<file path="config.mk">
export PLATFORM = sky130hd
export DESIGN_NAME = source_tokenizer
export DESIGN_NICKNAME = d
export VERILOG_FILES = /design/src/hw/rtl/stn_pkg.sv /design/src/hw/rtl/stn_core.sv /design/src/hw/rtl/stn_queue.sv /design/src/hw/rtl/source_tokenizer.sv
export SDC_FILE = /design/constraint.sdc
export NUM_CORES = 1
export LEC_CHECK = 0
export BUFFER_PORTS_ARGS = -buffer_cell sky130_fd_sc_hd__clkbuf_2
export CORE_MARGIN = 8
export CORE_UTILIZATION = 35
export CTS_BUF_LIST = sky130_fd_sc_hd__clkbuf_8
export DETAILED_ROUTE_END_ITERATION = 8
export PLACE_DENSITY = 0.61
export SYNTH_ARGS = -nofsm -noshare
export SYNTH_HDL_FRONTEND = slang
export SYNTH_HIERARCHICAL = 1
export SYNTH_SLANG_ARGS = --single-unit
</file>
<file path="constraint.sdc">
create_clock -name clk -period 28.5 [get_ports clk]
set_input_delay 1.425 -clock clk [delete_from_list [all_inputs] [get_ports clk]]
set_output_delay 1.425 -clock clk [all_outputs]
set_load 0.01 [all_outputs]
</file>
<file path="src/hw/rtl/stn_pkg.sv">
// Shared types, constants and helper functions for the source tokenizer.
// No dependencies; imported by every module of the block.
`timescale 1ns / 1ps

package stn_pkg;

  // Width of the internal position, line and column counters
  localparam int CW      = 16;
  // Most tokens a single input transaction can produce
  localparam int MAX_RES = 3;

  typedef logic [CW-1:0] cnt_t;

  localparam cnt_t CNT_MAX = '1;
  localparam cnt_t CNT_ONE = cnt_t'(1);
  localparam cnt_t CNT_TWO = cnt_t'(2);

  // Token kinds
  localparam logic [4:0] K_EOF     = 5'd0;
  localparam logic [4:0] K_IDENT   = 5'd1;
  localparam logic [4:0] K_IF      = 5'd2;
  localparam logic [4:0] K_ELSE    = 5'd3;
  localparam logic [4:0] K_FOR     = 5'd4;
  localparam logic [4:0] K_NUMBER  = 5'd5;
  localparam logic [4:0] K_STRING  = 5'd6;
  localparam logic [4:0] K_LPAREN  = 5'd7;
  localparam logic [4:0] K_RPAREN  = 5'd8;
  localparam logic [4:0] K_LBRACE  = 5'd9;
  localparam logic [4:0] K_RBRACE  = 5'd10;
  localparam logic [4:0] K_COMMA   = 5'd11;
  localparam logic [4:0] K_SEMI    = 5'd12;
  localparam logic [4:0] K_PLUS    = 5'd13;
  localparam logic [4:0] K_MINUS   = 5'd14;
  localparam logic [4:0] K_STAR    = 5'd15;
  localparam logic [4:0] K_SLASH   = 5'd16;
  localparam logic [4:0] K_ASSIGN  = 5'd17;
  localparam logic [4:0] K_EQ      = 5'd18;
  localparam logic [4:0] K_NEQ     = 5'd19;
  localparam logic [4:0] K_LT      = 5'd20;
  localparam logic [4:0] K_LE      = 5'd21;
  localparam logic [4:0] K_GT      = 5'd22;
  localparam logic [4:0] K_GE      = 5'd23;
  localparam logic [4:0] K_UNKNOWN = 5'd24;

  // Error codes
  localparam logic [1:0] ERR_NONE    = 2'd0;
  localparam logic [1:0] ERR_BANG    = 2'd1;
  localparam logic [1:0] ERR_UNTERM  = 2'd2;

  // Keyword text, first character in the lowest byte
  localparam logic [63:0] KW_TXT [3] = '{
    {16'h0000, "fi_ecw"},
    "esle_ecw",
    {8'h00, "rof_ecw"}
  };
  localparam logic [3:0] KW_LEN [3] = '{4'd6, 4'd8, 4'd7};

  typedef enum logic [11:0] {
    PH_SKIP    = 12'b0000_0000_0001,
    PH_IDENT   = 12'b0000_0000_0010,
    PH_NUM     = 12'b0000_0000_0100,
    PH_DOT     = 12'b0000_0000_1000,
    PH_FRAC    = 12'b0000_0001_0000,
    PH_STR     = 12'b0000_0010_0000,
    PH_SLASH   = 12'b0000_0100_0000,
    PH_COMMENT = 12'b0000_1000_0000,
    PH_EQ      = 12'b0001_0000_0000,
    PH_BANG    = 12'b0010_0000_0000,
    PH_LT      = 12'b0100_0000_0000,
    PH_GT      = 12'b1000_0000_0000
  } phase_t;

  typedef struct packed {
    logic       mode;
    logic [7:0] byte_in;
  } in_item_t;

  typedef struct packed {
    logic [4:0]  token_kind;
    logic [15:0] token_line;
    logic [15:0] token_column;
    logic [15:0] text_offset;
    logic [15:0] text_length;
    logic [1:0]  error_code;
    logic        last_of_run;
  } out_item_t;

  // Tokens handed from the step logic to the result queue in one cycle
  typedef struct packed {
    logic [1:0]                  cnt;
    out_item_t [MAX_RES-1:0]     items;
  } push_t;

  function automatic cnt_t sat_inc(cnt_t x);
    return (x == CNT_MAX) ? x : x + CNT_ONE;
  endfunction

  function automatic cnt_t sat_dec(cnt_t x);
    return (x == '0) ? x : x - CNT_ONE;
  endfunction

  function automatic cnt_t cdiff(cnt_t a, cnt_t b);
    return (a >= b) ? a - b : '0;
  endfunction

  // Clamp a counter value into a 16-bit result field
  function automatic logic [15:0] out16(cnt_t x);
    logic [47:0] xe;
    xe = 48'(x);
    return (xe > 48'hFFFF) ? 16'hFFFF : xe[15:0];
  endfunction

  function automatic out_item_t mk_tok(logic [4:0] kind, cnt_t line, cnt_t col,
                                       cnt_t off, cnt_t len, logic [1:0] err);
    out_item_t t;
    t.token_kind   = kind;
    t.token_line   = out16(line);
    t.token_column = out16(col);
    t.text_offset  = out16(off);
    t.text_length  = out16(len);
    t.error_code   = err;
    t.last_of_run  = 1'b0;
    return t;
  endfunction

  function automatic logic is_alpha(logic [7:0] b);
    return (b >= "a" && b <= "z") || (b >= "A" && b <= "Z") || b == "_";
  endfunction

  function automatic logic is_digit(logic [7:0] b);
    return b >= "0" && b <= "9";
  endfunction

  function automatic logic [4:0] single_kind(logic [7:0] b);
    logic [4:0] k;
    unique case (b)
      "(":     k = K_LPAREN;
      ")":     k = K_RPAREN;
      "{":     k = K_LBRACE;
      "}":     k = K_RBRACE;
      ",":     k = K_COMMA;
      ";":     k = K_SEMI;
      "+":     k = K_PLUS;
      "-":     k = K_MINUS;
      "*":     k = K_STAR;
      default: k = K_UNKNOWN;
    endcase
    return k;
  endfunction

  // Drop keyword candidates that do not match byte b at position idx
  function automatic logic [2:0] kw_step(logic [2:0] m, cnt_t idx, logic [7:0] b);
    logic [2:0] r;
    r = m;
    for (int k = 0; k < 3; k++) begin
      if (idx >= cnt_t'(KW_LEN[k])) begin
        r[k] = 1'b0;
      end else if (KW_TXT[k][8*idx[2:0] +: 8] != b) begin
        r[k] = 1'b0;
      end
    end
    return r;
  endfunction

endpackage

</file>
<file path="src/hw/rtl/stn_core.sv">
// Input register, tokenizer state and the per-byte step logic.
// Depends on stn_pkg; feeds up to three tokens per transaction to stn_queue.
`timescale 1ns / 1ps

module stn_core (
  input  logic             clk,
  input  logic             rst_n,
  input  logic             in_valid,
  output logic             in_stall,
  input  stn_pkg::in_item_t in_data,
  input  logic             room,
  output stn_pkg::push_t   push
);
  import stn_pkg::*;

  logic       in_v_r;
  in_item_t   in_item_r;
  logic       adv;
  logic [7:0] b;

  phase_t     phase_r, phase_nxt;
  cnt_t       bp_r, bp_nxt;
  cnt_t       ln_r, ln_nxt;
  cnt_t       col_r, col_nxt;
  cnt_t       sp_r, sp_nxt;
  cnt_t       sl_r, sl_nxt;
  cnt_t       sc_r, sc_nxt;
  logic [2:0] km_r, km_nxt;

  // Outcome of starting a fresh token at the current byte
  phase_t     f_phase;
  cnt_t       f_bp, f_ln, f_col, f_sp, f_sl, f_sc;
  logic [2:0] f_km;
  out_item_t  f_tok;
  logic       f_v;

  cnt_t       len_cur;
  cnt_t       body;
  logic [4:0] ident_kind;
  logic [4:0] op_one, op_two;
  logic [1:0] op_err;
  logic       take_fresh;

  // Token slots in emission order: pending, split dot, fresh or eof
  out_item_t  s_tok [MAX_RES];
  logic       s_v   [MAX_RES];
  out_item_t  c_items [MAX_RES];
  logic [1:0] n;

  assign b        = in_item_r.byte_in;
  assign adv      = in_v_r & room;
  assign in_stall = in_v_r & ~room;

  // Hold the incoming transaction until the step logic takes it
  always_ff @(posedge clk) begin
    if (!rst_n) begin
      in_v_r <= 1'b0;
    end else if (in_valid && !in_stall) begin
      in_v_r <= 1'b1;
    end else if (adv) begin
      in_v_r <= 1'b0;
    end
  end

  always_ff @(posedge clk) begin
    if (in_valid && !in_stall) begin
      in_item_r <= in_data;
    end
  end

  // Start of a new token, or skip of whitespace
  always_comb begin
    f_phase = PH_SKIP;
    f_bp    = sat_inc(bp_r);
    f_ln    = ln_r;
    f_col   = sat_inc(col_r);
    f_sp    = sp_r;
    f_sl    = sl_r;
    f_sc    = sc_r;
    f_km    = km_r;
    f_tok   = mk_tok(single_kind(b), ln_r, col_r, bp_r, CNT_ONE, ERR_NONE);
    f_v     = 1'b0;
    priority if (b == " " || b == 8'h09 || b == 8'h0D) begin
      f_phase = PH_SKIP;
    end else if (b == 8'h0A) begin
      f_ln  = sat_inc(ln_r);
      f_col = CNT_ONE;
    end else begin
      f_sp = bp_r;
      f_sl = ln_r;
      f_sc = col_r;
      priority if (is_alpha(b)) begin
        f_km    = kw_step(3'b111, '0, b);
        f_phase = PH_IDENT;
      end else if (is_digit(b)) begin
        f_phase = PH_NUM;
      end else if (b == 8'h22) begin
        f_phase = PH_STR;
      end else if (b == "/") begin
        f_phase = PH_SLASH;
      end else if (b == "=") begin
        f_phase = PH_EQ;
      end else if (b == "!") begin
        f_phase = PH_BANG;
      end else if (b == "<") begin
        f_phase = PH_LT;
      end else if (b == ">") begin
        f_phase = PH_GT;
      end else begin
        f_v = 1'b1;
      end
    end
  end

  // Classify the pending identifier and operator candidates
  assign len_cur = cdiff(bp_r, sp_r);
  assign body    = sat_inc(sp_r);

  always_comb begin
    priority if (km_r[0] && len_cur == cnt_t'(KW_LEN[0])) begin
      ident_kind = K_IF;
    end else if (km_r[1] && len_cur == cnt_t'(KW_LEN[1])) begin
      ident_kind = K_ELSE;
    end else if (km_r[2] && len_cur == cnt_t'(KW_LEN[2])) begin
      ident_kind = K_FOR;
    end else begin
      ident_kind = K_IDENT;
    end
  end

  always_comb begin
    op_err = ERR_NONE;
    unique case (phase_r)
      PH_EQ: begin
        op_one = K_ASSIGN;
        op_two = K_EQ;
      end
      PH_BANG: begin
        op_one = K_UNKNOWN;
        op_two = K_NEQ;
        op_err = ERR_BANG;
      end
      PH_LT: begin
        op_one = K_LT;
        op_two = K_LE;
      end
      default: begin
        op_one = K_GT;
        op_two = K_GE;
      end
    endcase
  end

  // Step the phase machine by one transaction
  always_comb begin
    phase_nxt  = phase_r;
    bp_nxt     = bp_r;
    ln_nxt     = ln_r;
    col_nxt    = col_r;
    sp_nxt     = sp_r;
    sl_nxt     = sl_r;
    sc_nxt     = sc_r;
    km_nxt     = km_r;
    take_fresh = 1'b0;
    s_v[0]     = 1'b0;
    s_v[1]     = 1'b0;
    s_v[2]     = 1'b0;
    s_tok[0]   = mk_tok(K_NUMBER, sl_r, sc_r, sp_r, len_cur, ERR_NONE);
    s_tok[1]   = mk_tok(K_UNKNOWN, ln_r, sat_dec(col_r), sat_dec(bp_r), CNT_ONE, ERR_NONE);
    s_tok[2]   = mk_tok(K_EOF, ln_r, col_r, bp_r, '0, ERR_NONE);

    if (in_item_r.mode) begin
      // flush the pending token, then eof, then return to reset values
      unique case (phase_r)
        PH_IDENT: begin
          s_v[0]   = 1'b1;
          s_tok[0] = mk_tok(ident_kind, sl_r, sc_r, sp_r, len_cur, ERR_NONE);
        end
        PH_NUM, PH_FRAC: begin
          s_v[0] = 1'b1;
        end
        PH_DOT: begin
          s_v[0]   = 1'b1;
          s_v[1]   = 1'b1;
          s_tok[0] = mk_tok(K_NUMBER, sl_r, sc_r, sp_r, sat_dec(len_cur), ERR_NONE);
        end
        PH_STR: begin
          s_v[0]   = 1'b1;
          s_tok[0] = mk_tok(K_UNKNOWN, sl_r, sc_r, sp_r, '0, ERR_UNTERM);
        end
        PH_SLASH: begin
          s_v[0]   = 1'b1;
          s_tok[0] = mk_tok(K_SLASH, sl_r, sc_r, sp_r, CNT_ONE, ERR_NONE);
        end
        PH_EQ, PH_BANG, PH_LT, PH_GT: begin
          s_v[0]   = 1'b1;
          s_tok[0] = mk_tok(op_one, sl_r, sc_r, sp_r, CNT_ONE, op_err);
        end
        default: begin
          s_v[0] = 1'b0;
        end
      endcase
      s_v[2]    = 1'b1;
      phase_nxt = PH_SKIP;
      bp_nxt    = '0;
      ln_nxt    = CNT_ONE;
      col_nxt   = CNT_ONE;
      sp_nxt    = '0;
      sl_nxt    = CNT_ONE;
      sc_nxt    = CNT_ONE;
      km_nxt    = 3'b111;
    end else begin
      unique case (phase_r)
        PH_IDENT: begin
          if (is_alpha(b) || is_digit(b)) begin
            km_nxt  = kw_step(km_r, len_cur, b);
            bp_nxt  = sat_inc(bp_r);
            col_nxt = sat_inc(col_r);
          end else begin
            s_v[0]     = 1'b1;
            s_tok[0]   = mk_tok(ident_kind, sl_r, sc_r, sp_r, len_cur, ERR_NONE);
            take_fresh = 1'b1;
          end
        end
        PH_NUM, PH_FRAC: begin
          if (is_digit(b)) begin
            bp_nxt  = sat_inc(bp_r);
            col_nxt = sat_inc(col_r);
          end else if (b == "." && phase_r == PH_NUM) begin
            phase_nxt = PH_DOT;
            bp_nxt    = sat_inc(bp_r);
            col_nxt   = sat_inc(col_r);
          end else begin
            s_v[0]     = 1'b1;
            take_fresh = 1'b1;
          end
        end
        PH_DOT: begin
          if (is_digit(b)) begin
            phase_nxt = PH_FRAC;
            bp_nxt    = sat_inc(bp_r);
            col_nxt   = sat_inc(col_r);
          end else begin
            // the dot was not a decimal point: split it off
            s_v[0]     = 1'b1;
            s_v[1]     = 1'b1;
            s_tok[0]   = mk_tok(K_NUMBER, sl_r, sc_r, sp_r, sat_dec(len_cur), ERR_NONE);
            take_fresh = 1'b1;
          end
        end
        PH_STR: begin
          if (b == 8'h22) begin
            s_v[0]    = 1'b1;
            s_tok[0]  = mk_tok(K_STRING, sl_r, sc_r, body, cdiff(bp_r, body), ERR_NONE);
            phase_nxt = PH_SKIP;
            bp_nxt    = sat_inc(bp_r);
            col_nxt   = sat_inc(col_r);
          end else if (b == 8'h0A) begin
            bp_nxt  = sat_inc(bp_r);
            ln_nxt  = sat_inc(ln_r);
            col_nxt = CNT_ONE;
          end else begin
            bp_nxt  = sat_inc(bp_r);
            col_nxt = sat_inc(col_r);
          end
        end
        PH_SLASH: begin
          if (b == "/") begin
            phase_nxt = PH_COMMENT;
            bp_nxt    = sat_inc(bp_r);
            col_nxt   = sat_inc(col_r);
          end else begin
            s_v[0]     = 1'b1;
            s_tok[0]   = mk_tok(K_SLASH, sl_r, sc_r, sp_r, CNT_ONE, ERR_NONE);
            take_fresh = 1'b1;
          end
        end
        PH_COMMENT: begin
          if (b == 8'h0A) begin
            take_fresh = 1'b1;
          end else begin
            bp_nxt  = sat_inc(bp_r);
            col_nxt = sat_inc(col_r);
          end
        end
        PH_EQ, PH_BANG, PH_LT, PH_GT: begin
          s_v[0] = 1'b1;
          if (b == "=") begin
            s_tok[0]  = mk_tok(op_two, sl_r, sc_r, sp_r, CNT_TWO, ERR_NONE);
            phase_nxt = PH_SKIP;
            bp_nxt    = sat_inc(bp_r);
            col_nxt   = sat_inc(col_r);
          end else begin
            s_tok[0]   = mk_tok(op_one, sl_r, sc_r, sp_r, CNT_ONE, op_err);
            take_fresh = 1'b1;
          end
        end
        default: begin
          take_fresh = 1'b1;
        end
      endcase

      if (take_fresh) begin
        phase_nxt = f_phase;
        bp_nxt    = f_bp;
        ln_nxt    = f_ln;
        col_nxt   = f_col;
        sp_nxt    = f_sp;
        sl_nxt    = f_sl;
        sc_nxt    = f_sc;
        km_nxt    = f_km;
        s_v[2]    = f_v;
        s_tok[2]  = f_tok;
      end
    end
  end

  // Pack the live slots in order and mark the final one
  always_comb begin
    n = 2'd0;
    for (int i = 0; i < MAX_RES; i++) begin
      c_items[i] = s_tok[i];
    end
    for (int i = 0; i < MAX_RES; i++) begin
      if (s_v[i]) begin
        c_items[n] = s_tok[i];
        n = n + 2'd1;
      end
    end
    if (n != 2'd0) begin
      c_items[2'(n - 2'd1)].last_of_run = 1'b1;
    end
    push.cnt = adv ? n : 2'd0;
    for (int i = 0; i < MAX_RES; i++) begin
      push.items[i] = c_items[i];
    end
  end

  // Advance the tokenizer state
  always_ff @(posedge clk) begin
    if (!rst_n) begin
      phase_r <= PH_SKIP;
      bp_r    <= '0;
      ln_r    <= CNT_ONE;
      col_r   <= CNT_ONE;
      sp_r    <= '0;
      sl_r    <= CNT_ONE;
      sc_r    <= CNT_ONE;
      km_r    <= 3'b111;
    end else if (adv) begin
      phase_r <= phase_nxt;
      bp_r    <= bp_nxt;
      ln_r    <= ln_nxt;
      col_r   <= col_nxt;
      sp_r    <= sp_nxt;
      sl_r    <= sl_nxt;
      sc_r    <= sc_nxt;
      km_r    <= km_nxt;
    end
  end

endmodule

</file>
<file path="src/hw/rtl/stn_queue.sv">
// Result queue: takes up to three tokens a cycle, delivers one a cycle unless stalled.
// Depends on stn_pkg.
`timescale 1ns / 1ps

module stn_queue (
  input  logic              clk,
  input  logic              rst_n,
  input  stn_pkg::push_t    push,
  output logic              room,
  output logic              out_valid,
  input  logic              out_stall,
  output stn_pkg::out_item_t out_data
);
  import stn_pkg::*;

  localparam int QDEPTH = 4;
  localparam int QAW    = $clog2(QDEPTH);

  out_item_t          mem_r [QDEPTH];
  logic [QAW-1:0]     wp_r, wp_nxt;
  logic [QAW-1:0]     rp_r, rp_nxt;
  logic [QAW:0]       cnt_r, cnt_nxt;
  logic               pop;

  // Accept a new step only when a full burst of tokens still fits
  assign room      = cnt_r <= (QAW+1)'(QDEPTH - MAX_RES);
  assign out_valid = cnt_r != '0;
  assign out_data  = mem_r[rp_r];
  assign pop       = out_valid && !out_stall;

  assign wp_nxt  = wp_r + QAW'(push.cnt);
  assign rp_nxt  = rp_r + QAW'(pop);
  assign cnt_nxt = cnt_r + (QAW+1)'(push.cnt) - (QAW+1)'(pop);

  // Write the burst into free slots; the head is never overwritten
  always_ff @(posedge clk) begin
    for (int i = 0; i < MAX_RES; i++) begin
      if (i < int'(push.cnt)) begin
        mem_r[wp_r + QAW'(i)] <= push.items[i];
      end
    end
  end

  always_ff @(posedge clk) begin
    if (!rst_n) begin
      wp_r  <= '0;
      rp_r  <= '0;
      cnt_r <= '0;
    end else begin
      wp_r  <= wp_nxt;
      rp_r  <= rp_nxt;
      cnt_r <= cnt_nxt;
    end
  end

endmodule

</file>
<file path="src/hw/rtl/source_tokenizer.sv">
// Top level of the streaming source tokenizer.
// Depends on stn_pkg, stn_core and stn_queue.
//
//   Channel  Direction  Handshake            Transaction
//   in_      input      in_valid / in_stall  one source byte or end of source
//   out_     output     out_valid / out_stall one token
//
// A byte is taken every cycle while each byte yields at most one token and
// out_stall is low. A byte that closes tokens yields up to three; the
// four-entry result queue drains one token per cycle while out_stall is low
// and in_stall rises until three slots are free. Each token passes the input
// register, then the result queue. Synchronous active-low reset empties both
// stages and returns line and column to one. out_stall holds the head token.
`timescale 1ns / 1ps

module source_tokenizer (
  input  logic               clk,
  input  logic               rst_n,
  input  logic               in_valid,
  output logic               in_stall,
  input  stn_pkg::in_item_t  in_data,
  output logic               out_valid,
  input  logic               out_stall,
  output stn_pkg::out_item_t out_data
);
  import stn_pkg::*;

  push_t push;
  logic  room;

  // Step logic and tokenizer state
  stn_core u_core (
    .clk      (clk),
    .rst_n    (rst_n),
    .in_valid (in_valid),
    .in_stall (in_stall),
    .in_data  (in_data),
    .room     (room),
    .push     (push)
  );

  // Token queue towards the output channel
  stn_queue u_queue (
    .clk       (clk),
    .rst_n     (rst_n),
    .push      (push),
    .room      (room),
    .out_valid (out_valid),
    .out_stall (out_stall),
    .out_data  (out_data)
  );

endmodule

</file>
# After elaboration in Yosys (flattened, before gate mapping)
# Memory sizes are Yosys's and may differ from the RTL's. A register that Yosys moved wholly into a read port is not among the register bits.
# Index checks and enable logic that the tools add are counted.
[classes] n_addsub=18 magnitude_cmp=21 eq_ne=58 shift=3 mux=152 bitwise=6 n_reduce_logical=44
[op_table] op="two-way mux 16 bit" n=48
[op_table] op="case mux 72 bit (5 select lines)" n=2
[op_table] op="bitwise mux 216 bit" n=3
[op_table] op="two-way mux 216 bit" n=3
[op_table] op="two-way mux 72 bit" n=7
[op_table] op="demux 72 bit (select 2 bit)" n=3
[op_table] op="case mux 16 bit (7 select lines)" n=2
[op_table] op="two-way mux 12 bit" n=18
[op_table] op="variable part select 64 x 7 -> 8 bit, first input constant" n=3
[op_table] op="equality test 8 x 6 -> 1 bit, second input constant" n=15
[op_table] op="two-way mux 71 bit" n=1
[op_table] op="two-way mux 69 bit" n=1
[op_table] op="adder 16 x 1 -> 16 bit, second input constant" n=4
[op_table] op="equality test 16 bit, second input constant" n=4
[op_table] op="case mux 12 bit (5 select lines)" n=1
[op_table] op="zero test 16 bit" n=3
[op_table] op="subtractor 16 x 1 -> 16 bit, second input constant" n=3
[op_table] op="case mux 5 bit (9 select lines)" n=1
[op_table] op="two-way mux 1 bit" n=41
[op_table] op="equality test 16 x 3 -> 1 bit, second input constant" n=2
[op_table] op=">= comparator 16 bit" n=2
[op_table] op=">= comparator 16 x 3 -> 1 bit, second input constant" n=2
[op_table] op="subtractor 16 bit" n=2
[op_table] op="two-way mux 3 bit" n=9
[op_table] op="65 further kinds" n=122
[totals] register_bits=128 ram_bits=288 in_bits=13 word_cells=319 memories=1
[mem_list] memory="u_queue.mem_r" words=4 width=72 read_ports=1 rd_ports_with_merged_regs=1 write_ports=3 line_no="stn_queue.sv:19" text="out_item_t mem_r [QDEPTH];"

# Depth between registers and ports, before layout
[logic_depth] ltp_word=26 mapped_depth=23 ltp_nobuf=22

# Cells and area by module
# The synthesis kept the hierarchy.
[by_module_without_submodules] module="stn_queue" n_inst=1 cells_each=1715 area_each_um2=17098.9 seq_area_each_um2=8788.4
[by_module_without_submodules] module="stn_core" n_inst=1 cells_each=1666 area_each_um2=12379.4 seq_area_each_um2=2512.4

# Least setup slack after synthesis
# Ideal clock, no wire load.
[synth_timing] path_kind="register -> register" start="register u_core.in_item_r, in the netlist u_core/b[7]" end="memory u_queue/mem_r[2][0] in the netlist's numbering, enable pin" setup_ns=0.610 arrival_time_ns=8.506 required_ns=27.890 setup_slack_ns=19.384 path_stages_with_launch=16 period_less_slack_ns=9.116 path_cell_list="edfxtp_1 -> or4b_1 -> nor3_2 -> nand2b_1 -> nor2_1 -> o41ai_1 -> ha_1 -> and2_4 -> buf_2 -> buf_2 -> nor3_1 -> buf_4 -> buf_4 -> o21a_1 -> nor2_1 -> a211oi_1"
[synth_rtl] element="from (decl)" line_no="stn_core.sv:17" text="in_item_t in_item_r;"
[synth_rtl] element="from (signal assigned)" line_no="stn_core.sv:67" text="in_item_r <= in_data;"
[synth_rtl] element="to (decl)" line_no="stn_queue.sv:19"

==> out/results.txt <==
Post-CTS setup-driven buffer insertion count - 0
Post-route non-filler standard cell count - 4398
Clock latency reported for the late side of the worst-skew pair - 0.69 ns
Largest family of logic cells by synthesized area - simple AND/OR/NAND/NOR gates
Cells traversed along the worst timing path - inv_1, ha_1, fa_1, nand2b_1, a21oi_1, o2111ai_1, o211a_1, nor2_1, inv_1, ha_1, inv_1, nor3_1, and4_1, a32o_1, nand3_2, a21oi_1, a211o_1, a22oi_1, nand2_1, a31oi_1
Crit path required time - 28.99 ns
Die Outline Area - 93800 um^2
Number of placement rows - 106
Multiplexer fraction of the synthesized cell area - 6.69%
Switching component of the power - 603 uW
Vias after detailed routing - 25.1k
Proportion of layout cells with a drive suffix above 1 - 13.4%
Min-delay src - u_core/km_r[0]$_SDFFE_PN1P_
VDD IR-drop max - 0.0000307 V
RSZ-0062 raised after global routing - false
Post-route cell area - 31200 um^2
Leak Pwr - 0.0110 uW
Multi-input gate area - 16100 um^2
Commonest cells post-synth - nand2_1 (757), nor2_1 (427), edfxtp_1 (297)
Number of sinks handled by clock tree synthesis - 416
Cells after Synth - 3381
DIE HEIGHT - 306 um
Synth area leader - edfxtp_1
Post-synth EDFFs - 297
#FFs+latches synth - 416
Biggest area contributors in the synthesized netlist - edfxtp_1 (30%), nand2_1 (9.6%), dfxtp_1 (8.1%), mux4_2 (5.5%), nor2_1 (5.4%)
Adder-cell share of the synthesized area - 2.44%
Min Tclk post-route - 6.61 ns
Post-DP HPWL - 58.5 mm
Initial standard-cell utilization of the core - 35.3%
Most used standard cell by instance count after synthesis - nand2_1
Maximum capacitance violations - 0
Number of instances resized during post-cts repair - 0
Detail Route Antenna Nets - 0
Synthesized area per cell - 8.72 um^2
Global routing usage summed across all routing layers - 19.1%
Buffer cell driving the clock tree root - clkbuf_8
Final Max Tran Viols - 0
Area fraction in compound gates after synthesis - 17.0%
Port Buf Inserts - 86
Xor/xnor cell area share of the yosys netlist - 3.83%
Buffer depth of the longest clock path - 3
Global-route wire length before repair - 142 mm
Final routed wirelength across all metal layers - 92.9 mm
Synthesized-area fraction occupied by and/or/nand/nor cells - 23.8%
Proportion of power drawn by combinational gates - 26.2%
Clock transition at the registers of the reported paths - 0.06 ns
Number of top-level design ports - 87
Area growth from synthesis to layout - 5.78%
Internal Power - 1180 uW
Remaining global-route overflow - 0
Part of the power in registers - 40.8%
Hold WC Path Type - reg2reg
Total power per unit cell area - 57.1 nW/um^2
Fraction of power spent switching nets - 33.9%
Cell area after synthesis - 29500 um^2
Period Utilization, post-route - 23.2%
Max Clk Rate - 151 MHz
Number of global-route vias before repair - 23.4k
TritonCTS clock tree - yes
Worst-margin pin slew - 1.23 ns
Number of buffers inserted by hold repair at cts - 0
Total negative setup slack - 0 ns
Final core area utilization - 37.3%
Standard cell with the maximum stage delay on the critical path - a22oi_1
Critical Path Start Type - flip-flop
CP Capture Type - flip-flop
Setup Crit Path Kind - reg2reg
Primary FF master, synth - edfxtp_1
Length of the first detailed-routing pass in iterations - 6
Die W - 306 um
Worst setup path startpoint - u_core/bp_r[0]$_SDFFE_PN0P_
Iter 0 DRT Violations - 2775
Max_slew headroom - 17.0%
GP Congestion - 0.940
Final count of hold timing violations - 0
Fill cell count - 8420
Total DRC errors in the routed layout - 0
Placeable core region - 83600 um^2
Sequential-to-total area share from yosys stat - 38.3%
Largest incremental delay on the critical path - 0.62 ns
Area share of the leading cell type in the synthesized netlist - 30.3%
Arrival time worst endpoint - 7.10 ns
Placed Cells incl. Taps - 4259
Register cell area after layout - 11300 um^2
Maximum number of pins on one net before global-route repair - 89
Detail-routed net length per standard cell - 21.1 um
Count of final setup violators - 0
Count of nets after finishing - 3323
DP Area - 29700 um^2
Source of the worst register-to-register timing path - u_core/bp_r[0]$_SDFFE_PN0P_
Yosys warning total - 6
Number of levels in the clock H-tree - 3
Outcome - finished, final reports clean
Cell variety after synth - 110
Via/cell ratio - 5.70
Proportion of power drawn by the clock network - 33.0%
Async S/R FF share, synth - 0%
Initial antenna violation count - 4
Worst Hold Slack - 0.512 ns
Final setup skew - 0.0306 ns
Num CTS Buffers - 75
Largest driver fanout on the critical path - 18
Most Frequent Cell on Critical Path - inv_1
-- metal layers --
layer / track usage, % / share of wire (%)
met5: 0 / 0.043
met3: 2.94 / 8.6
met4: 6.80 / 2.9
met1: 26.0 / 43
met2: 30.8 / 45
-- flip-flops by register name, indices dropped and copies added, names as in the netlist, 3 cells and up --
signal / cells
u_queue/mem_r: 288
u_core/ln_r: 16
u_core/phase_r: 12
u_core/sp_r: 16
u_core/col_r: 16
u_core/sc_r: 16
u_core/sl_r: 16
u_core/bp_r: 16
u_core/b: 8
u_core/km_r: 3
u_queue/cnt_r: 3
-- power groups by stage --
stage | combinational [uW] | sequential (uW) | clock (uW)
3_3_place_gp | 466 | 739 | 0
6_report | 467 | 726 | 588
4_1_cts | 467 | 727 | 600
3_5_place_dp | 465 | 740 | 0
5_1_grt | 502 | 732 | 622
2_1_floorplan | 336 | 716 | 0
-- worst max-delay path: cells and delay by family, from the launching register on --
kind | cells | cell delay, ns
AOI/OAI and AO/OA | 8 | 2.54
adders and majority gates | 3 | 1.10
buffers and inverters | 3 | 0.69
DFF | 1 | 0.60
and+or+nand+nor | 6 | 1.49
-- cell usage in the layout (no fill, tap or decap), types with 23 or more instances in the layout --
master | Yosys | layout
mux4_2 | 72 | 72
mux2_2 | 23 | 23
buf_4 | 120 | 42
xnor2_1 | 64 | 64
edfxtp_1 | 297 | 297
a22oi_1 | 50 | 50
nand2_1 | 757 | 757
dfxtp_1 | 119 | 117
inv_1 | 50 | 74
nand3_1 | 46 | 46
nor2_1 | 427 | 427
a21oi_1 | 77 | 77
a31oi_2 | 60 | 60
nand4_1 | 28 | 28
ha_1 | 51 | 51
o21ai_0 | 87 | 87
nor3_1 | 43 | 41
a31oi_1 | 249 | 249
clkbuf_2 | 0 | 86
and3_1 | 33 | 32
nor2b_1 | 73 | 73
clkbuf_8 | 0 | 81
xor2_1 | 65 | 65
conb_1 | 1 | 34
-- cell type report --
cell class / instances / share of cell area (%)
diodes: 1 / 0.00803
clock buffers: 81 / 3.58
multi-input cells: 2584 / 51.5
well taps: 1080 / 4.33
clock inverters: 57 / 1.32
inverters: 51 / 0.614
repair buffers: 128 / 2.39
flip-flops and latches: 416 / 36.3
-- final timing paths --
check | to | slack, ns | depth (start not counted)
worst min register to register | u_core/km_r[0]$_SDFFE_PN1P_ | 0.51 | 1
worst max-delay path | u_queue/mem_r[2][4]$_DFFE_PP_ | 21.89 | 20
worst min-delay path | u_core/km_r[0]$_SDFFE_PN1P_ | 0.51 | 1
worst max register to register | u_queue/mem_r[2][4]$_DFFE_PP_ | 21.89 | 20
-- kinds of logic after synthesis --
logic type | Yosys count
xor gates and xnor gates | 129
AOI/OAI and AO/OA | 697
buffers and inverters | 414
other | 1
muxes | 104
DFF | 416
and+or+nand+nor | 1564
adders and majority gates | 56
-- stage by stage --
| step | power [uW] | setup WS, ns |
|---|---|---|
| global route | 1860 | 21.47 |
| detailed placement | 1200 | 22.10 |
| finish | 1780 | 21.89 |
| floorplan | 1050 | 19.38 |
| CTS | 1790 | 22.06 |
| global placement | 1200 | 22.11 |
Note: power is estimated with default switching activity, not from simulation.
